==> config.mk <==
export PLATFORM = sky130hd
export DESIGN_NAME = lsc_fifo
export DESIGN_NICKNAME = d
export VERILOG_FILES = /design/src/lsc_pkg.sv /design/src/lsc_fifo.sv
export SDC_FILE = /design/constraint.sdc
export NUM_CORES = 1
export LEC_CHECK = 0
export BUFFER_PORTS_ARGS = -buffer_cell sky130_fd_sc_hd__buf_4
export CORE_UTILIZATION = 39
export DETAILED_ROUTE_END_ITERATION = 8
export PLACE_DENSITY = 0.68
export SYNTH_ARGS = -nofsm -noshare
export SYNTH_HDL_FRONTEND = slang
export SYNTH_SLANG_ARGS = --single-unit
==> constraint.sdc <==
create_clock -name clk_i -period 15.2 [get_ports clk_i]
set_input_delay 0.76 -clock clk_i [delete_from_list [all_inputs] [get_ports clk_i]]
set_output_delay 0.76 -clock clk_i [all_outputs]
set_load 0.005 [all_outputs]
==> src/lsc_pkg.sv <==
// ----------------------------------------------------------------------------
// lsc_pkg
// Shared constants and codes for the line segment clipper.
// ----------------------------------------------------------------------------
package lsc_pkg;

  localparam int unsigned COORD_BITS_DEF      = 16;
  localparam int unsigned PARAM_FRAC_BITS_DEF = 16;
  localparam int unsigned CFG_IDX_BITS        = 8;
  localparam int unsigned FIFO_DEPTH          = 4;

  typedef enum logic [CFG_IDX_BITS-1:0] {
    REG_LEFT   = 8'd0,
    REG_RIGHT  = 8'd1,
    REG_BOTTOM = 8'd2,
    REG_TOP    = 8'd3
  } cfg_reg_e;

endpackage

==> src/lsc_fifo.sv <==
// ----------------------------------------------------------------------------
// lsc_fifo
// Short queue between classification and the clipping pipeline.
// ----------------------------------------------------------------------------
module lsc_fifo #(
  parameter int unsigned WIDTH = 210
) (
  input  logic             clk_i,
  input  logic             rst_ni,
  input  logic             push_i,
  input  logic [WIDTH-1:0] data_i,
  output logic             full_o,
  input  logic             pop_i,
  output logic             empty_o,
  output logic [WIDTH-1:0] data_o
);
  localparam int unsigned D  = lsc_pkg::FIFO_DEPTH;
  localparam int unsigned PW = $clog2(D);
  localparam int unsigned CW = $clog2(D + 1);

  logic [WIDTH-1:0] mem_q [D];
  logic [PW-1:0]    wr_q, rd_q;
  logic [CW-1:0]    cnt_q;

  assign full_o  = cnt_q == CW'(D);
  assign empty_o = cnt_q == '0;
  assign data_o  = mem_q[rd_q];

  always_ff @(posedge clk_i) begin
    if (push_i) begin
      mem_q[wr_q] <= data_i;
    end
  end

  always_ff @(posedge clk_i or negedge rst_ni) begin
    if (!rst_ni) begin
      wr_q  <= '0;
      rd_q  <= '0;
      cnt_q <= '0;
    end else begin
      if (push_i) begin
        wr_q <= (wr_q == PW'(D - 1)) ? '0 : wr_q + 1'b1;
      end
      if (pop_i) begin
        rd_q <= (rd_q == PW'(D - 1)) ? '0 : rd_q + 1'b1;
      end
      if (push_i && !pop_i) begin
        cnt_q <= cnt_q + 1'b1;
      end else if (pop_i && !push_i) begin
        cnt_q <= cnt_q - 1'b1;
      end
    end
  end

endmodule

Yosys cells after proc, flatten, opt, wreduce, memory -nomap -nowiden
Memories as Yosys holds them, arrays and structs flattened.
Index checks and enable logic that the tools add are counted.
Cells by class
  divide/modulo/power cells: 0
  equality and inequality tests: 3
  shift operators: 0
  add/subtract/negate cells: 4
  bitwise gates (word level): 0
  $lt $le $gt $ge: 0
  mux-type cells: 6
  reductions and logical operators: 6
  multipliers: 0
Operator list (number)
  2-to-1 mux 3 bit: 2
  adder 2 x 1 -> 2 bit, second input constant: 2
  equality test 2 bit, second input constant: 2
  2-to-1 mux 2 bit: 2
  adder 3 x 1 -> 3 bit, second input constant: 1
  equality test 3 bit, second input constant: 1
  zero test 3 bit: 1
  subtractor 3 x 1 -> 3 bit, second input constant: 1
  logical AND 1 bit: 2
  zero test 1 bit: 2
  2-to-1 mux 1 bit: 2
  nonzero test 2 bit: 1
Storage, ports and cells
  memory bits (read-only): 0
  bits in latches: 0
  register bits: 7
  output and inout port bits: 212
  memories: 1
  word-level logic and storage cells: 23
  input port bits: 214
  RAM bits: 840
Memory list
  mem_q: depth 4, width 210, rd ports 1, clocked after memory_dff 0, wr ports 1, line lsc_fifo.sv:21  | logic [WIDTH-1:0] mem_q [D];

Longest topological paths before layout
  word-level depth: 4
  depth in mapped cells: 7
  mapped depth without buffers: 7

Least setup slack after synthesis
No wires, ideal clock.
  path kind: in2reg
  start point: input port push_i
  end point: memory mem_q[2][0], enable pin
  cell stages on the path: 1
  buffers on the path: 0
  arrival time: 5521 ps
  setup time: 596 ps
  setup slack: 9084 ps
  data required time: 14604 ps
  path through: and2_1
On the way
  word-level cells in the longest chain between the ends: 2
Ends and longest elaborated chain
  start, declared: line lsc_fifo.sv:10  | input logic push_i,
  2-to-1 mux 1 bit: line lsc_fifo.sv:30  | if (push_i) begin
  2-to-1 mux 1 bit (not written as such): line lsc_fifo.sv:31  | mem_q[wr_q] <= data_i;
  end, declared: line lsc_fifo.sv:21
No other way between the ends.

Final worst setup path
  start point: register rd_q[0]
  end point: output port data_o[53]
On the way
  word-level cells in the longest chain between the ends: 1
Ends and longest elaborated chain
  start, declared: line lsc_fifo.sv:22  | logic [PW-1:0] wr_q, rd_q;
  start signal, assigned: line lsc_fifo.sv:45  | rd_q <= (rd_q == PW'(D - 1)) ? '0 : rd_q + 1'b1;
  memory read (4 x 210 bit)
  end, declared: line lsc_fifo.sv:15  | output logic [WIDTH-1:0] data_o
No other way between the ends.

==> flow_metrics.env <==
export IMPL_power_total_mw=7.26
export IMPL_die_y_um=283
export IMPL_crit_buf_inv=3
export IMPL_synth_simple_gate_area_share_pct=0.183
export IMPL_p_switching_mw=1.93
export IMPL_numClockSinks=847
export IMPL_endpoint_kind="primary output"
export IMPL_timing_final_crit_share_pct=31.3
export IMPL_cts_setup_buffers=0
export IMPL_antenna_left=0
export IMPL_hold_viol=0
export IMPL_combPwrFrac_pct=27.1
export IMPL_async_flop_share_pct=0.826
export IMPL_cp_slowest_stage_delay_ns=0.90
export IMPL_synth_xor_area_share_pct=0.0855
export IMPL_vias=13600
export IMPL_max_freq_mhz=210
export IMPL_p_seq_share_pct=42.9
export IMPL_initial_core_util_pct=39.5
export IMPL_netSwitchingFraction_pct=26.6
export IMPL_worst_slew_pin_slew_ns=1.00
export IMPL_yosysWarningCount=0
export IMPL_multi_input_area_um2=4960
export IMPL_slew_headroom_pct=33.0
export IMPL_synth_distinct_cells=21
export IMPL_synth_top_area_cell="edfxtp_1"
export IMPL_ys_ff_latch=847
export IMPL_num_rows=102
export IMPL_h_tree_depth=3
export IMPL_route_detailed_drc=0
export IMPL_syn_to_final_growth_pct=23.7
export IMPL_grt_pass1_vias=14500
export IMPL_yosysMostFrequentCell="edfxtp_1"
export IMPL_cts_buffer_depth=3
export IMPL_ys_seq_area_share_pct=82.6
export IMPL_grt_ovfl_total=0
export IMPL_grt_pass1_wl_um=89700
export IMPL_status="complete, no violations"
export IMPL_track_usage_pct=15.1
export IMPL_cp_start_kind="flop"
export IMPL_synth_top_family_by_area="multiplexers"
export IMPL_synth_area_um2=30700
export IMPL_crit_family="buffers and inverters"
export IMPL_r2r_slack_ns=11.79
export IMPL_drv_slew=0
export IMPL_synthesis_nets=1355
export IMPL_rsz0062_at_grt="false"
export IMPL_whs_path_depth=1
export IMPL_hold_path_end="mem_q[1][122]"
export IMPL_drive_above_1_share_pct=46.8
export IMPL_tns_ns=0
export IMPL_synth_edf_count=840
export IMPL_syn_inst=1134
export IMPL_arrival_ns=3.99
export IMPL_crit_chain="buf_4 -> buf_4 -> mux4_2 -> buf_4"
export IMPL_reg2reg_to="mem_q[0][74]"
export IMPL_period_needed_ns=4.75
export IMPL_r2r_start="wr_q[0]"
export IMPL_drt_initial_drc_count=889
export IMPL_dieArea_um2=79900
export IMPL_p_clk_share_pct=30.0
export IMPL_synth_top_area_share_pct=82.1
export IMPL_powerDensity_nw_per_um2=191
export IMPL_insertion_delay_ns=0.62
export IMPL_die_w_um=283
export IMPL_dp_hpwl_um=36900
export IMPL_cts_root_buffer="clkbuf_16"
export IMPL_crit_top_cell="buf_4"
export IMPL_setup_viol=0
export IMPL_numCtsBuffers=90
export IMPL_nNetsFinal=1844
export IMPL_internal_power_mw=5.33
export IMPL_pin_count=426
export IMPL_irDropWorstVdd_uv=121
export IMPL_synthFlopType="edfxtp_1"
export IMPL_drv_cap=0
export IMPL_finClkSkew_ns=0.0258
export IMPL_regArea_um2=25400
export IMPL_worstSetupPathType="flop to primary output"
export IMPL_synthMuxAreaShare_pct=15.5
export IMPL_core_um2=77700
export IMPL_worst_path_max_fanout=47
export IMPL_via_per_inst=4.96
export IMPL_antenna_found_initial=3
export IMPL_routed_wl_um=61100
export IMPL_syn_area_per_cell_um2=27.1
export IMPL_path_clk_slew_ns=0.06
export IMPL_crit_path_top_delay_cell="dfrtp_4"
export IMPL_nFillCells=6128
export IMPL_r2r_cells=5
export IMPL_leakagePower_nw=12.8
export IMPL_cts_tree="yes"
export IMPL_io_buffer_count=425
export IMPL_drt_wirelength_per_cell_um=22.3
export IMPL_required_ns=14.44
export IMPL_gp_congestion=0.715
export IMPL_synth_compound_area_share_pct=0.0326
export IMPL_drt_first_pass_iters=4
export IMPL_yosys_area_share_adder_pct=0.309
export IMPL_grt_max_degree=98
export IMPL_yosys_top_cells_count="840 x edfxtp_1, 210 x mux4_2, 20 x buf_2, 20 x buf_6, 7 x dfrtp_1"
export IMPL_synthTopCellsByArea="edfxtp_1 82%, mux4_2 15%, buf_6 0.73%"
export IMPL_hp_class="input port to flop"
export IMPL_hp_start="data_i[122]"
## placed cells by master, fill, tap and decap left out, types with 2 or more instances in the layout
master and instances:
ha_1 6, o21ai_0 2, xor2_1 2, edfxtp_1 840, clkinv_16 3, mux2_2 3
inv_1 4, buf_4 442, dfrtp_1 5, nor2_1 3, mux4_2 210, clkinv_2 14
nand2_1 2, clkbuf_16 92, clkinv_1 17, clkbuf_1 16, inv_6 4, bufinv_16 10
clkinvlp_4 4, and2_4 4, dfrtp_4 2
## state kept, by name (all words and copies together), names as in the netlist
name   cells
mem_q    840
cnt_q      3
rd_q       2
wr_q       2
## worst max path at each step
stage                     slack [ns]           to  depth (start not counted)  startpoint
after floorplan                 9.08  mem_q[2][0]                          1      push_i
after global placement         11.01   data_o[53]                          4     rd_q[0]
after detailed placement       10.95   data_o[97]                          4     rd_q[0]
after CTS                      10.24   data_o[97]                          4     rd_q[0]
after global routing           10.04   data_o[99]                          4     rd_q[0]
final                          10.45   data_o[53]                          4     rd_q[0]
## area by class of cell
cell class / count / share of cell area (%)
Multi-Input combinational cell: 236 / 13.0
Timing Repair Buffer: 444 / 8.80
Inverter: 4 / 0.0395
Antenna cell: 1 / 0.00658
Clock inverter: 55 / 1.67
Clock buffer: 108 / 6.21
Sequential cell: 847 / 66.8
Tap cell: 1040 / 3.42
## power by group through the flow
stage / registers, mW / logic (mW) / clock network [mW]
3_3_place_gp: 3.15 / 2.01 / 0
3_5_place_dp: 3.18 / 2.01 / 0
2_1_floorplan: 3.18 / 1.15 / 0
4_1_cts: 3.13 / 2.03 / 2.23
6_report: 3.12 / 1.97 / 2.18
5_1_grt: 3.15 / 2.12 / 2.32
## kinds of logic after synthesis
family	Yosys count
XOR/XNOR	3
adder cells (fa/ha/maj)	7
flip-flops	847
multiplexers	213
AND/OR/NAND/NOR	11
AO/OA/AOI/OAI	2
buffers and inverters	51
## what timing repair did
item,CTS,global route
resized for setup,0,0
endpoints found under the hold margin,7,0
hold buffers,1,0
## metal layers
metal  track usage (%)  up-vias  wire length, um
li1                  -     5916                -
met1              18.6     7125            23700
met2              24.9      426            30800
met3              5.10       94             5210
met4              4.99        4             1370
met5                 0        -               25
## per-stage QoR
| step | worst slack, ns | cell area (um2) | util [%] | cells | hold WS, ns |
|---|---|---|---|---|---|
| 6_report | 10.45 | 38000 | 48.9 | 2735 | 0.325 |
| 5_1_grt | 10.04 | 38000 | 48.9 | 2735 | 0.276 |
| 2_1_floorplan | 9.08 | 30700 | - | 1134 | 0.456 |
| 3_3_place_gp | 11.01 | 35000 | 45.1 | 2570 | 0.474 |
| 3_5_place_dp | 10.95 | 35000 | 45.1 | 2570 | 0.494 |
| 4_1_cts | 10.24 | 38000 | 48.9 | 2734 | 0.270 |
## worst reg2reg max path, stage by stage, from the launching register on
cell,delay (ns)
dfrtp_1,0.42
inv_1,0.11
ha_1,0.15
and2_4,0.52
buf_4,0.79
buf_4,0.96
No activity file was read; power rests on OpenSTA's default activity.
