$ cat src/lsc_pkg.sv
// ----------------------------------------------------------------------------
// lsc_pkg
// Shared constants and codes for the line segment clipper.
// ----------------------------------------------------------------------------
package lsc_pkg;

  localparam int unsigned COORD_BITS_DEF      = 16;
  localparam int unsigned PARAM_FRAC_BITS_DEF = 16;
  localparam int unsigned CFG_IDX_BITS        = 8;
  localparam int unsigned FIFO_DEPTH          = 4;

  typedef enum logic [CFG_IDX_BITS-1:0] {
    REG_LEFT   = 8'd0,
    REG_RIGHT  = 8'd1,
    REG_BOTTOM = 8'd2,
    REG_TOP    = 8'd3
  } cfg_reg_e;

endpackage

$ cat src/lsc_if.sv
// ----------------------------------------------------------------------------
// lsc channel interfaces
// Segment input, clip result and register write channels.
// ----------------------------------------------------------------------------
interface lsc_seg_if #(
  parameter int unsigned CoordBits = lsc_pkg::COORD_BITS_DEF
);
  logic                        valid;
  logic                        ready;
  logic signed [CoordBits-1:0] start_x;
  logic signed [CoordBits-1:0] start_y;
  logic signed [CoordBits-1:0] end_x;
  logic signed [CoordBits-1:0] end_y;

  modport source (output valid, start_x, start_y, end_x, end_y, input ready);
  modport sink   (input valid, start_x, start_y, end_x, end_y, output ready);
endinterface


interface lsc_cfg_if #(
  parameter int unsigned CoordBits = lsc_pkg::COORD_BITS_DEF
);
  logic                                valid;
  logic                                ready;
  logic [lsc_pkg::CFG_IDX_BITS-1:0]    index;
  logic [CoordBits-1:0]                data;

  modport source (output valid, index, data, input ready);
  modport sink   (input valid, index, data, output ready);
endinterface

$ cat src/lsc_front.sv
// ----------------------------------------------------------------------------
// lsc_front
// Window registers and per-edge classification of incoming segments.
// ----------------------------------------------------------------------------
module lsc_front #(
  parameter int unsigned COORD_BITS = lsc_pkg::COORD_BITS_DEF,
  parameter int unsigned ENTRY_W    = 12 * COORD_BITS + 18
) (
  input  logic               clk_i,
  input  logic               rst_ni,
  lsc_seg_if.sink            seg,
  lsc_cfg_if.sink            cfg,
  input  logic               q_full_i,
  output logic               q_push_o,
  output logic [ENTRY_W-1:0] q_data_o
);
  localparam int unsigned C  = COORD_BITS;
  localparam int unsigned EW = 2 * C + 4;

  logic signed [C-1:0] left_q, right_q, bottom_q, top_q;

  assign cfg.ready = 1'b1;

  always_ff @(posedge clk_i or negedge rst_ni) begin
    if (!rst_ni) begin
      left_q   <= {1'b1, {(C-1){1'b0}}};
      right_q  <= {1'b0, {(C-1){1'b1}}};
      bottom_q <= {1'b1, {(C-1){1'b0}}};
      top_q    <= {1'b0, {(C-1){1'b1}}};
    end else if (cfg.valid) begin
      case (cfg.index)
        lsc_pkg::REG_LEFT:   left_q   <= cfg.data;
        lsc_pkg::REG_RIGHT:  right_q  <= cfg.data;
        lsc_pkg::REG_BOTTOM: bottom_q <= cfg.data;
        lsc_pkg::REG_TOP:    top_q    <= cfg.data;
        default: ;
      endcase
    end
  end

  assign seg.ready = !q_full_i;
  assign q_push_o  = seg.valid && !q_full_i;

  always_comb begin
    logic signed [C:0] x0, y0, dx, dy;
    logic signed [C:0] p [4];
    logic signed [C:0] q [4];
    logic signed [C:0] ap, aq;
    logic [C-1:0]      np, nq;
    logic              sat;
    x0 = {seg.start_x[C-1], seg.start_x};
    y0 = {seg.start_y[C-1], seg.start_y};
    dx = {seg.end_x[C-1], seg.end_x} - x0;
    dy = {seg.end_y[C-1], seg.end_y} - y0;
    p[0] = -dx;
    q[0] = x0 - {left_q[C-1], left_q};
    p[1] = dx;
    q[1] = {right_q[C-1], right_q} - x0;
    p[2] = -dy;
    q[2] = y0 - {bottom_q[C-1], bottom_q};
    p[3] = dy;
    q[3] = {top_q[C-1], top_q} - y0;
    q_data_o = '0;
    for (int e = 0; e < 4; e++) begin
      ap  = p[e][C] ? -p[e] : p[e];
      aq  = q[e][C] ? -q[e] : q[e];
      np  = ap[C-1:0];
      nq  = aq[C-1:0];
      sat = {1'b0, nq} >= {np, 1'b0};
      q_data_o[e*EW +: EW] = {(p[e] == '0), q[e][C], p[e][C], sat, np, nq};
    end
    q_data_o[4*EW +: 4*C+2] = {x0[C-1:0], y0[C-1:0], dx, dy};
  end

endmodule

$ cat src/flat_wrapper.sv
// flat-port wrapper written by rule: the top's interface ports become plain ports
module lsc_front_flat 
#(
  parameter int unsigned COORD_BITS = lsc_pkg::COORD_BITS_DEF,
  parameter int unsigned ENTRY_W    = 12 * COORD_BITS + 18
)
  (clk_i, rst_ni, q_full_i, q_push_o, q_data_o, seg_valid, seg_start_x, seg_start_y, seg_end_x, seg_end_y, seg_ready, cfg_valid, cfg_index, cfg_data, cfg_ready);
  lsc_seg_if seg_i ();
  lsc_cfg_if cfg_i ();
  input  logic clk_i;
  input  logic rst_ni;
  input  logic q_full_i;
  output logic q_push_o;
  output logic [ENTRY_W-1:0] q_data_o;
  input wire logic [$bits(seg_i.valid)-1:0] seg_valid;
  input wire logic [$bits(seg_i.start_x)-1:0] seg_start_x;
  input wire logic [$bits(seg_i.start_y)-1:0] seg_start_y;
  input wire logic [$bits(seg_i.end_x)-1:0] seg_end_x;
  input wire logic [$bits(seg_i.end_y)-1:0] seg_end_y;
  output wire logic [$bits(seg_i.ready)-1:0] seg_ready;
  input wire logic [$bits(cfg_i.valid)-1:0] cfg_valid;
  input wire logic [$bits(cfg_i.index)-1:0] cfg_index;
  input wire logic [$bits(cfg_i.data)-1:0] cfg_data;
  output wire logic [$bits(cfg_i.ready)-1:0] cfg_ready;
  assign seg_i.valid = seg_valid;
  assign seg_i.start_x = seg_start_x;
  assign seg_i.start_y = seg_start_y;
  assign seg_i.end_x = seg_end_x;
  assign seg_i.end_y = seg_end_y;
  assign seg_ready = seg_i.ready;
  assign cfg_i.valid = cfg_valid;
  assign cfg_i.index = cfg_index;
  assign cfg_i.data = cfg_data;
  assign cfg_ready = cfg_i.ready;
  lsc_front #(.COORD_BITS(COORD_BITS), .ENTRY_W(ENTRY_W)) u_core (.clk_i(clk_i), .rst_ni(rst_ni), .seg(seg_i), .cfg(cfg_i), .q_full_i(q_full_i), .q_push_o(q_push_o), .q_data_o(q_data_o));
endmodule
$ cat config.mk
export PLATFORM = sky130hd
export DESIGN_NAME = lsc_front_flat
export DESIGN_NICKNAME = d
export VERILOG_FILES = /design/src/lsc_pkg.sv /design/src/lsc_if.sv /design/src/lsc_front.sv /design/src/flat_wrapper.sv
export SDC_FILE = /design/constraint.sdc
export NUM_CORES = 1
export LEC_CHECK = 0
export BUFFER_PORTS_ARGS = -buffer_cell sky130_fd_sc_hd__clkbuf_2
export CELL_PAD_IN_SITES_DETAIL_PLACEMENT = 1
export CELL_PAD_IN_SITES_GLOBAL_PLACEMENT = 1
export CORE_MARGIN = 2
export CORE_UTILIZATION = 40
export CTS_BUF_LIST = sky130_fd_sc_hd__clkbuf_4 sky130_fd_sc_hd__clkbuf_8 sky130_fd_sc_hd__clkbuf_16
export DETAILED_ROUTE_END_ITERATION = 10
export GPL_TIMING_DRIVEN = 0
export PLACE_DENSITY_LB_ADDON = 0.12
export SYNTH_ARGS = -nofsm -noshare
export SYNTH_HDL_FRONTEND = slang
export SYNTH_SLANG_ARGS = --single-unit
$ cat constraint.sdc
create_clock -name clk_i -period 14.5 [get_ports clk_i]
set_clock_uncertainty 0.2 [all_clocks]
set_input_delay 3.625 -clock clk_i [delete_from_list [all_inputs] [get_ports clk_i]]
set_output_delay 3.625 -clock clk_i [all_outputs]
set_load 0.005 [all_outputs]
---- Yosys cells after proc, flatten, opt, wreduce, memory -nomap -nowiden ----
Index checks and enable logic that the tools add are counted.
cells by class
  $add $sub $neg .......................... 14
  magnitude comparators ................... 4
  eq/ne operators ......................... 3
  mux-type cells .......................... 8
  reduce and logical (&&, ||, !) cells .... 11
operators with widths
  kind                  count
  $mux W16              8
  $sub A16 B16 Y17      6
  $neg A16 Y16          6
  $ge A16 B17 Y1        4
  $logic_not A17 Y1     4
  $neg A17 Y17          2
  $eq A8 B2 Y1 const B  2
  $eq A8 B1 Y1 const B  1
  $logic_not A8 Y1      1
  $reduce_and A2 Y1     4
  $logic_and A1 B1 Y1   1
  $logic_not A1 Y1      1
word-level totals
  bits in registers ....................... 64
  input port bits ......................... 93
  output and inout bits ................... 213
  logic and storage cells ................. 44

---- Depth between registers and ports, before layout ----
Gate-level depths: netlist of run 1.
  depth in word-level cells ............... 5
  depth in mapped cells ................... 31
  gate-level depth less buffers ........... 29

---- Worst setup path before layout of run 1 ----
No wires, ideal clock.
  kind .................................... in2out
  start ................................... input seg_end_x[0]
  end ..................................... output q_data_o[32]
  arrival time ............................ 8.967 ns
  required time ........................... 10.675 ns
  slack ................................... 1.708 ns
  stages on the path ...................... 31
  path buffers ............................ 2
  cell sequence ........................... inv_1 -> ha_1 -> fa_1 -> nor2b_4 -> o31a_1 -> nor4_1 -> nor3_4 -> inv_2 -> nor4b_2 -> and4_1 -> nor4b_2 -> nand2_1 -> nor2_1 -> ha_1 -> clkbuf_1 -> clkbuf_1 -> nand2_1 -> xnor2_1 -> inv_1 -> ha_1 -> nor2b_1 -> o21a_1 -> o21ai_0 -> nand2b_1 -> a21oi_1 -> o21ai_0 -> nor2b_1 -> o31ai_1 -> a21oi_1 -> a221oi_1 -> a21oi_2
between the ends
  elaborated cells between the ends (all ways) .. 5
  those cells by class .................... add/sub: 3; order compare: 1; mux: 1
RTL lines
  item                     RTL line            RTL
  from (decl)              flat_wrapper.sv:18  input wire logic [$bits(seg_i.end_x)-1:0] seg_end_x;
  $sub A16 B16 Y17         lsc_front.sv:53     dx = {seg.end_x[C-1], seg.end_x} - x0;
  named net q_data_o[167]  flat_wrapper.sv:14  output logic [ENTRY_W-1:0] q_data_o;
  $neg A17 Y17             lsc_front.sv:55     p[0] = -dx;
  named net q_data_o[33]   flat_wrapper.sv:14
  $mux W16                 lsc_front.sv:65     ap = p[e][C] ? -p[e] : p[e];
  named net q_data_o[17]   flat_wrapper.sv:14
  $ge A16 B17 Y1           lsc_front.sv:69     sat = {1'b0, nq} >= {np, 1'b0};
  to (decl)                flat_wrapper.sv:14
The timed path passes the listed nets, and every way through them passes these cells.

---- Worst setup path in the final report of run 1 ----
  start ................................... input seg_start_y[0]
  end ..................................... output q_data_o[104]
between the ends
  cells in the longest elaborated chain, start to end .. 5
  elaborated cells between the ends (all ways) .. 8
  those cells by class .................... add/sub: 5; order compare: 1; mux: 2
ends and longest elaborated chain
  item              RTL line            RTL
  from (decl)       flat_wrapper.sv:17  input wire logic [$bits(seg_i.start_y)-1:0] seg_start_y;
  $sub A16 B16 Y17  lsc_front.sv:54     dy = {seg.end_y[C-1], seg.end_y} - y0;
  $neg A17 Y17      lsc_front.sv:59     p[2] = -dy;
  $neg A16 Y16      lsc_front.sv:65
  $mux W16          lsc_front.sv:65
  $ge A16 B17 Y1 *  lsc_front.sv:69
Every way passes the cells marked *; elsewhere a longest branch is shown, timed or not.

==> results.md, run 1 <==
* First-pass GRT wire length at 68,000 um
* Yosys top cell area share at 0.165
* Number of routed nets with antenna violations at 0
* Hold Path Cell Cnt at 1
* Data arrival, critical path at 10.11 ns
* Reg2reg path depth at 2
* Placed instance count at 2,286
* Row count at 64
* Largest net degree at the start of global routing at 65
* Tmin final at 13.94 ns
* Clk pin slew, worst setup/hold paths at 0.05 ns
* Worst vdd ir at 0.0000507 V
* Status: finished, final reports clean
* Syn_nets at 1,847
* GRT Overall Usage at 0.272
* Max Slew Vio Count at 0
* Total die area at 32,200 um^2
* Cell count after synthesis at 1,586
* Filler cell count at 3,960
* Buf+Inv Stages, Crit Path at 4
* Leakage power at 7.24 nW
* Required time of the worst setup path at 10.68 ns
* Core Region at 30,400 um^2
* Die Wd at 179 um
* Final WL at 44,500 um
* # H-tree levels at 3
* Delay-heaviest family, CP: simple AND/OR/NAND/NOR gates
* Post-Synthesis Cell Area at 12,300 um^2
* Via count of the routed design at 12,562
* Synth area leaders: ha_1 (16%), xnor2_1 (9.0%), dfstp_2 (6.8%)
* Crit path max fanout at 11
* Most frequent cells in the layout: clkbuf_2 (304), inv_1 (181), ha_1 (161)
* Max Cap Viol at 0
* Total CTS buffers at 9
* Port buffer count at 304
* Final Hold Fails at 0
* Syn avg cell area at 7.76 um^2
* Pre-CTS WS at -0.143 ns
* Stages on worst setup path at 28
* CP Class: primary input to output port
* Routed WL per cell at 19.3 um
* CTS tree: done
* PwrDens at 96.2 nW/um^2
* Max Fclk at 71.8 MHz
* HPWL Detailed at 38,500 um
* CP startpoint kind: primary input
* Post-synth ARST share at 1.00
* Storage element area at 1640 um^2
* Layout Nets at 2,160
* TritonCTS Sinks at 64
* # hold bufs at CTS at 0
* Ports at 306
* Initial drt markers at 540
* Initial antenna violation count at 2
* Sequential area share after synthesis at 0.133
* Fin cells at 2,301
* DR vias/cell at 5.46
* Worst hold path class: flip-flop to flip-flop
* Clock Latency Late Sink at 0.32 ns
* RD Place Congestion at 0.906
* CP max stage cell: nor4b_4
* Share of post-route cells with drive strength above 1 at 0.260
* Tcrit/Tclk final at 0.961
* CP endpoint kind: output port
* Total number of yosys warnings at 0
* Unique masters post-synth at 89
* Top_reg_cell synth: dfstp_2
* Final setup viols at 0
* Drt first pass iters at 5
* Total design power at 1.41 mW
* Final worst slack at 0.564 ns
* Root buf cell: clkbuf_16
* GR Overflow Total at 0
* EDFF count, synth at 0
* Chip height at 179 um
* DRC at 0
* Commonest non-fill, non-tap cell in the layout: clkbuf_2
* Layout area overhead at 19.0%
* Largest area contributor in the netlist: ha_1
* Slew HR at 0.245
* Critical Path Max Stage Delay at 0.49 ns
* Number of global-route vias before repair at 12,490
* Starting Density at 0.404
* Number of synthesized register bits at 64
* Bufs on Longest Clock Path at 2
* Worst-Margin Slew at 1.12 ns
* Multi-input gate area at 9580 um^2
-- report_power, final --
group | internal (mW) | leakage (nW) | switching (mW)
Sequential | 0.192 | 0.710 | 0.00560
Combinational | 0.406 | 6.37 | 0.584
Clock | 0.146 | 0.153 | 0.0756
Total | 0.744 | 7.24 | 0.665
-- worst register-to-register path, cell delays in order, from the launching register on --
cell,delay (ns)
dfstp_2,0.51
inv_1,0.09
o21ai_0,0.17
-- cell families (layout without fill, tap and decap cells) --
family / Yosys count / count (layout) / synth area share
AOI/OAI and AO/OA: 365 / 365 / 0.202
muxes: 60 / 60 / 0.0545
DFF: 64 / 64 / 0.133
and+or+nand+nor: 482 / 482 / 0.207
other: 1 / 2 / 0.000305
buffers and inverters: 253 / 571 / 0.0893
xor gates and xnor gates: 193 / 193 / 0.139
adders and majority gates: 168 / 168 / 0.175
-- flip-flops by register name, summed over array words and instances, names as in the netlist --
| register | count |
|---|---|
| u_core.left_q | 16 |
| u_core.top_q | 16 |
| u_core.bottom_q | 16 |
| u_core.right_q | 16 |
-- synth_stat cells (33+ instances only) --
library cell	number
xnor2_1	127
o21ai_0	85
inv_1	181
a21oi_1	72
ha_1	162
xor2_1	63
mux2_2	56
nor2b_1	33
nand2_1	98
nor3_1	35
buf_4	39
nand3_1	38
nor2_1	129
-- what timing repair did --
| item | CTS | global route |
|---|---|---|
| endpoints found under the setup margin | 1 | 2 |
| setup buffers | 0 | 0 |
| gates resized for setup | 2 | 3 |
-- stage by stage --
stage | instance area [um^2] | utilization | hold slack, ns | TNS (ns)
after floorplan | 12300 | - | 0.278 | 0
after global placement | 14300 | 0.471 | 0.290 | 0
after detailed placement | 14300 | 0.471 | 0.294 | -0.143
after CTS | 14600 | 0.481 | 0.305 | 0
after global routing | 14600 | 0.481 | 0.323 | -0.00967
final | 14600 | 0.481 | 0.306 | 0
-- final timing paths --
check,endpoint,start,slack [ns]
max,q_data_o[104],seg_start_y[0],0.56
min,u_core.bottom_q[7]$_DFFE_PN0P_,u_core.bottom_q[7]$_DFFE_PN0P_,0.31
max reg2reg,u_core.left_q[15]$_DFFE_PN1P_,u_core.left_q[15]$_DFFE_PN1P_,13.45
min reg2reg,u_core.bottom_q[7]$_DFFE_PN0P_,u_core.bottom_q[7]$_DFFE_PN0P_,0.31
max in group asynchronous,u_core.bottom_q[0]$_DFFE_PN0P_,rst_ni,10.28
min in group asynchronous,u_core.left_q[12]$_DFFE_PN0P_,rst_ni,3.23
-- routing by layer --
layer	vias to the layer above	share of wire	routed length [um]	global-route usage
li1	6201	-	-	-
met1	5999	0.43	18900	0.327
met2	303	0.50	22300	0.505
met3	57	0.041	1830	0.0243
met4	2	0.031	1400	0.0901
met5	-	0.00027	12	0
-- final cells by class --
cell class / instances / area share
diodes: 1 / 0.000171
flip-flops and latches: 64 / 0.112
multi-input cells: 1269 / 0.654
repair buffers: 304 / 0.104
inverters: 186 / 0.0477
clock buffers: 13 / 0.0183
clock inverters: 3 / 0.00290
well taps: 396 / 0.0338
plain buffers: 65 / 0.0269
Note: power is estimated with default switching activity, not from simulation.
==> run 2, diff against run 1 <==
--- a/config.mk
+++ b/config.mk
@@ -14,6 +14,7 @@
 export DETAILED_ROUTE_END_ITERATION = 10
 export GPL_TIMING_DRIVEN = 0
 export PLACE_DENSITY_LB_ADDON = 0.12
+export RECOVER_POWER = 100
 export SYNTH_ARGS = -nofsm -noshare
 export SYNTH_HDL_FRONTEND = slang
 export SYNTH_SLANG_ARGS = --single-unit
==> run 2 against run 1 <==
Sequential power barely moved. First-iteration DRC count rose by 4.6%. The run now ends with max-capacitance violations, max-slew violations left. Largest cell class unchanged. Global-route usage did not move.
==> results.md, run 2 (synthesis results as in run 1) <==
* Reg2reg path depth at 2 (unchanged)
* CP max stage cell: nor4b_4 (unchanged)
* Final WL at 44,500 um (about the same)
* Setup TNS at 0 ns (unchanged)
* Root buf cell: clkbuf_16 (unchanged)
* DR vias/cell at 5.46 (about the same)
* PwrDens at 96.4 nW/um^2 (was 96.2 nW/um^2)
* Required time of the worst setup path at 10.68 ns (about the same)
* Chip height at 179 um (unchanged)
* Most frequent cells in the layout: clkbuf_2 (265), inv_1 (184), ha_1 (161) (was clkbuf_2 (304), inv_1 (181), ha_1 (161))
* Hold Path Cell Cnt at 1 (unchanged)
* Total CTS buffers at 9 (unchanged)
* HPWL Detailed at 38,500 um (unchanged)
* # H-tree levels at 3 (unchanged)
* CP startpoint kind: primary input (unchanged)
* # hold bufs at CTS at 0 (unchanged)
* Worst vdd ir at 0.0000506 V (was 0.0000507 V)
* Initial antenna violation count at 2 (unchanged)
* GR Overflow Total at 0 (unchanged)
* Row count at 64 (unchanged)
* Routed WL per cell at 19.3 um (about the same)
* DRC at 0 (unchanged)
* Slew HR at -1.25 (was 0.245)
* Final Hold Fails at 0 (unchanged)
* Bufs on Longest Clock Path at 2 (unchanged)
* Data arrival, critical path at 10.14 ns (was 10.11 ns)
* Max Cap Viol at 1 (was 0)
* Starting Density at 0.404 (unchanged)
* CP dominant cell by count: inv_1
* Number of routed nets with antenna violations at 0 (unchanged)
* Total die area at 32,200 um^2 (unchanged)
* Share of post-route cells with drive strength above 1 at 0.237 (was 0.260)
* Drt first pass iters at 4 (was 5)
* Tmin final at 13.97 ns (was 13.94 ns)
* Via count of the routed design at 12,555 (was 12,562)
* Final worst slack at 0.533 ns (was 0.564 ns)
* TritonCTS Sinks at 64 (unchanged)
* Initial drt markers at 565 (was 540)
* Core Region at 30,400 um^2 (unchanged)
* First-pass GRT wire length at 68,000 um (unchanged)
* Pre-CTS WS at -0.143 ns (unchanged)
* Worst hold path class: flip-flop to flip-flop (unchanged)
* CTS tree: done (unchanged)
* Max Slew Vio Count at 65 (was 0)
* GRT Overall Usage at 0.272 (unchanged)
* Failing checks: max-capacitance violations, max-slew violations
* CP Class: primary input to output port (unchanged)
* Clk pin slew, worst setup/hold paths at 0.05 ns (about the same)
* Status: finished, violations left (was finished, final reports clean)
* Final setup viols at 0 (unchanged)
* Clock Latency Late Sink at 0.33 ns (was 0.32 ns)
* Max Fclk at 71.6 MHz (was 71.8 MHz)
* Largest net degree at the start of global routing at 65 (unchanged)
* Number of global-route vias before repair at 12,490 (unchanged)
* Layout area overhead at 18.6% (was 19.0%)
* Ports at 306 (unchanged)
* Leakage power at 7.12 nW (was 7.24 nW)
* Worst hold slack at 0.305 ns (was 0.306 ns)
* Commonest non-fill, non-tap cell in the layout: clkbuf_2 (unchanged)
* Die Wd at 179 um (unchanged)
* Total design power at 1.41 mW (about the same)
* Crit path max fanout at 10 (was 11)
* Worst-Margin Slew at 3.38 ns (was 1.12 ns)
* Layout Nets at 2,160 (unchanged)
* CP endpoint kind: output port (unchanged)
* Critical Path Max Stage Delay at 0.44 ns (was 0.49 ns)
* Tcrit/Tclk final at 0.963 (was 0.961)
* Port buffer count at 304 (unchanged)
* RD Place Congestion at 0.906 (unchanged)
run 2: cell count changes in the layout (fill, tap and decap cells not counted):
cell	delta
clkbuf_1	+40
buf_4	-4
clkbuf_2	-39
clkbuf_4	+3
inv_1	+3
inv_2	-3
run 2: where the power goes:
group	switching [mW]	internal (mW)
clock network	0.0757	0.146
registers	0.00555	0.192
logic	0.584	0.403
total	0.666	0.741
run 2: critical path, delay by kind of cell:
kind | cells | cell delay, ns
xor gates and xnor gates | 1 | 0.23
buffers and inverters | 6 | 1.13
AOI/OAI and AO/OA | 10 | 2.00
adders and majority gates | 3 | 0.98
and+or+nand+nor | 11 | 2.16
run 2: stage by stage:
stage / cells / utilization / instance area, um^2
2_1_floorplan: 1586 / - / 12300
3_3_place_gp: 2286 / 0.471 / 14300
3_5_place_dp: 2286 / 0.471 / 14300
4_1_cts: 2302 / 0.481 / 14600
5_1_grt: 2300 / 0.479 / 14600
6_report: 2301 / 0.480 / 14600
run 2: final cells by class:
| cell class | instances | area, um^2 |
|---|---|---|
| Clock inverter | 3 | 42.5 |
| Fill cell | 3980 | 15800 |
| Antenna cell | 1 | 2.50 |
| Inverter | 186 | 698 |
| Sequential cell | 64 | 1640 |
| Clock buffer | 13 | 268 |
| Tap cell | 396 | 495 |
| Multi-Input combinational cell | 1269 | 9580 |
| Timing Repair Buffer | 304 | 1470 |
| Buffer | 65 | 394 |
run 2: routing by layer:
layer / part of all wire / vias to the layer above / wire [um] / GRT usage
li1: - / 6198 / - / -
met1: 0.43 / 5996 / 19000 / 0.327
met2: 0.50 / 302 / 22300 / 0.505
met3: 0.039 / 57 / 1740 / 0.0243
met4: 0.031 / 2 / 1390 / 0.0901
met5: 0.00027 / - / 12 / 0
run 2: repair_timing:
item	4_1_cts	5_1_grt
buffers inserted	0	0
gates resized for setup	2	3
endpoints found under the setup margin	1	2
run 2: final timing paths:
check                                          startpoint  slack [ns]                        endpoint
min in group asynchronous                          rst_ni        4.23   u_core.left_q[12]$_DFFE_PN0P_
min reg2reg                u_core.bottom_q[7]$_DFFE_PN0P_        0.31  u_core.bottom_q[7]$_DFFE_PN0P_
max reg2reg                 u_core.left_q[15]$_DFFE_PN1P_       13.46   u_core.left_q[15]$_DFFE_PN1P_
max in group asynchronous                          rst_ni        7.95  u_core.bottom_q[0]$_DFFE_PN0P_
min                        u_core.bottom_q[7]$_DFFE_PN0P_        0.31  u_core.bottom_q[7]$_DFFE_PN0P_
max                                        seg_start_x[2]        0.53                    q_data_o[32]
==> run 3, diff against run 2 <==
--- a/config.mk
+++ b/config.mk
@@ -13,7 +13,7 @@
 export CTS_BUF_LIST = sky130_fd_sc_hd__clkbuf_4 sky130_fd_sc_hd__clkbuf_8 sky130_fd_sc_hd__clkbuf_16
 export DETAILED_ROUTE_END_ITERATION = 10
 export GPL_TIMING_DRIVEN = 0
-export PLACE_DENSITY_LB_ADDON = 0.12
+export PLACE_DENSITY = 0.83
 export RECOVER_POWER = 100
 export SYNTH_ARGS = -nofsm -noshare
 export SYNTH_HDL_FRONTEND = slang
==> run 3 against run 2 <==
The run still ends with max-capacitance violations, max-slew violations left. Cell count is essentially flat. Sequential power is essentially flat. Final area shrank 1.0%. Largest cell class unchanged.
==> results.md, run 3 (synthesis results as in run 1) <==
* Status: finished, violations left (unchanged)
* Failing checks: max-capacitance violations, max-slew violations (unchanged)
* # H-tree levels at 3 (unchanged)
* Bufs on Longest Clock Path at 2 (unchanged)
* CP startpoint kind: primary input (unchanged)
* Share of post-route cells with drive strength above 1 at 0.190 (was 0.237)
* RD Place Congestion at 0.945 (was 0.906)
* DRC at 0 (unchanged)
* Die Wd at 179 um (unchanged)
* DR vias/cell at 5.54 (was 5.46)
* R2r setup slk at 13.43 ns (was 13.46 ns)
* Ports at 306 (unchanged)
* Layout Nets at 2,160 (unchanged)
* # hold bufs at CTS at 0 (unchanged)
* Met3 Wirelength at 2290 um (was 1740 um)
* Data arrival, critical path at 10.19 ns (was 10.14 ns)
* Max Cap Viol at 1 (unchanged)
* Metal2 WL at 23,100 um (was 22,300 um)
* Via count of the routed design at 12,768 (was 12,555)
* Root buf cell: clkbuf_16 (unchanged)
* TritonCTS Sinks at 64 (unchanged)
* Number of routed nets with antenna violations at 0 (unchanged)
* Tcrit/Tclk final at 0.967 (was 0.963)
* Worst Hold Launch: u_core.bottom_q[7]$_DFFE_PN0P_ (unchanged)
* Final WL at 46,300 um (was 44,500 um)
* Total design power at 1.38 mW (was 1.41 mW)
* Required time of the worst setup path at 10.68 ns (about the same)
* RSZ-0062 raised after global routing: false
* Most frequent cells in the layout: inv_1 (185), clkbuf_2 (183), ha_1 (160) (was clkbuf_2 (265), inv_1 (184), ha_1 (161))
* Worst hold path class: flip-flop to flip-flop (unchanged)
* M1 WL at 19,300 um (was 19,000 um)
* Crit path max fanout at 11 (was 10)
* Leakage power at 6.84 nW (was 7.12 nW)
* HPWL Detailed at 39,800 um (was 38,500 um)
* Critical Path Max Stage Delay at 0.48 ns (was 0.44 ns)
* Largest net degree at the start of global routing at 65 (unchanged)
* Reg-to-reg startpoint: u_core.left_q[15]$_DFFE_PN1P_ (unchanged)
* Layout area overhead at 17.4% (was 18.6%)
* Layout Utilization at 0.475 (was 0.480)
* Clock Latency Late Sink at 0.33 ns (about the same)
* Chip height at 179 um (unchanged)
* Starting Density at 0.404 (unchanged)
* PwrDens at 95.5 nW/um^2 (was 96.4 nW/um^2)
* CP Class: primary input to output port (unchanged)
* CTS tree: done (unchanged)
* Total die area at 32,200 um^2 (unchanged)
* CP endpoint kind: output port (unchanged)
* Drt first pass iters at 5 (was 4)
* Total CTS buffers at 9 (unchanged)
* Initial antenna violation count at 3 (was 2)
* Setup TNS at 0 ns (unchanged)
* Final setup viols at 0 (unchanged)
* GR Overflow Total at 0 (unchanged)
* Port buffer count at 304 (unchanged)
* Core Region at 30,400 um^2 (unchanged)
* Initial drt markers at 552 (was 565)
* DR top layer: met5 (unchanged)
* GRT Overall Usage at 0.279 (was 0.272)
* Worst vdd ir at 0.0000586 V (was 0.0000506 V)
* Row count at 64 (unchanged)
* Worst-Margin Slew at 3.31 ns (was 3.38 ns)
* Routed WL per cell at 20.1 um (was 19.3 um)
* Tmin final at 14.02 ns (was 13.97 ns)
* Clk pin slew, worst setup/hold paths at 0.05 ns (about the same)
* First-pass GRT wire length at 69,800 um (was 68,000 um)
* Max Fclk at 71.3 MHz (was 71.6 MHz)
* Commonest non-fill, non-tap cell in the layout: inv_1 (was clkbuf_2)
* Max Slew Vio Count at 65 (unchanged)
* CP Launch Point: seg_start_y[0] (was seg_start_x[2])
* CP max stage cell: fa_1 (was nor4b_4)
* Slew HR at -1.20 (was -1.25)
* Final Hold Fails at 0 (unchanged)
* Number of global-route vias before repair at 12,791 (was 12,490)
[run 3: changes by cell type in the layout (fill, tap and decap cells not counted), moves of 2 or more]
cell / previous run / this run
clkbuf_2: 265 / 183
mux2_2: 56 / 50
buf_1: 0 / 2
buf_4: 35 / 33
mux2_1: 0 / 6
diode_2: 1 / 3
nor3_1: 34 / 36
o21ai_0: 84 / 86
clkbuf_1: 63 / 143
[run 3: final cells by class]
| class | instances | area (um^2) |
|---|---|---|
| Antenna cell | 3 | 7.51 |
| Buffer | 65 | 394 |
| Clock buffer | 11 | 246 |
| Clock inverter | 5 | 33.8 |
| Fill cell | 3947 | 16000 |
| Inverter | 186 | 698 |
| Multi-Input combinational cell | 1269 | 9560 |
| Sequential cell | 64 | 1640 |
| Tap cell | 396 | 495 |
| Timing Repair Buffer | 304 | 1370 |
[run 3: path summary, 6_finish.rpt]
check / end / depth (start not counted)
min in group asynchronous: u_core.left_q[12]$_DFFE_PN0P_ / 1
min: u_core.bottom_q[7]$_DFFE_PN0P_ / 1
max reg2reg: u_core.left_q[15]$_DFFE_PN1P_ / 2
max: q_data_o[104] / 30
min reg2reg: u_core.bottom_q[7]$_DFFE_PN0P_ / 1
max in group asynchronous: u_core.bottom_q[3]$_DFFE_PN0P_ / 1
[run 3: power by group]
group	total [mW]	internal [mW]	switching [mW]
combinational	0.980	0.387	0.593
sequential	0.198	0.192	0.00582
clock	0.202	0.122	0.0801
total	1.38	0.701	0.679
[run 3: timing repair]
action,in CTS,in global routing
gates resized for setup,0,7
setup buffers,0,0
endpoints found under the setup margin,0,2
[run 3: per-stage QoR]
stage,std cells,instance area (um^2),hold slack (ns),setup WS [ns]
finish,2303,14400,0.311,0.483
global route,2300,14400,0.336,0.0694
CTS,2302,14600,0.308,0.0801
detailed placement,2286,14300,0.295,0.125
global placement,2286,14300,0.288,0.206
floorplan,1586,12300,0.278,1.71
[run 3: critical path, delay by kind of cell]
kind	cells	cell delay, ns
AOI/OAI and AO/OA	9	1.51
xor gates and xnor gates	2	0.54
adders and majority gates	4	1.44
buffers and inverters	5	0.91
and+or+nand+nor	10	2.13
[run 3: layer usage]
layer | global-route usage | vias up
met5 | 0 | -
met4 | 0.106 | 2
met3 | 0.0289 | 68
met2 | 0.519 | 399
met1 | 0.329 | 6109
li1 | - | 6190
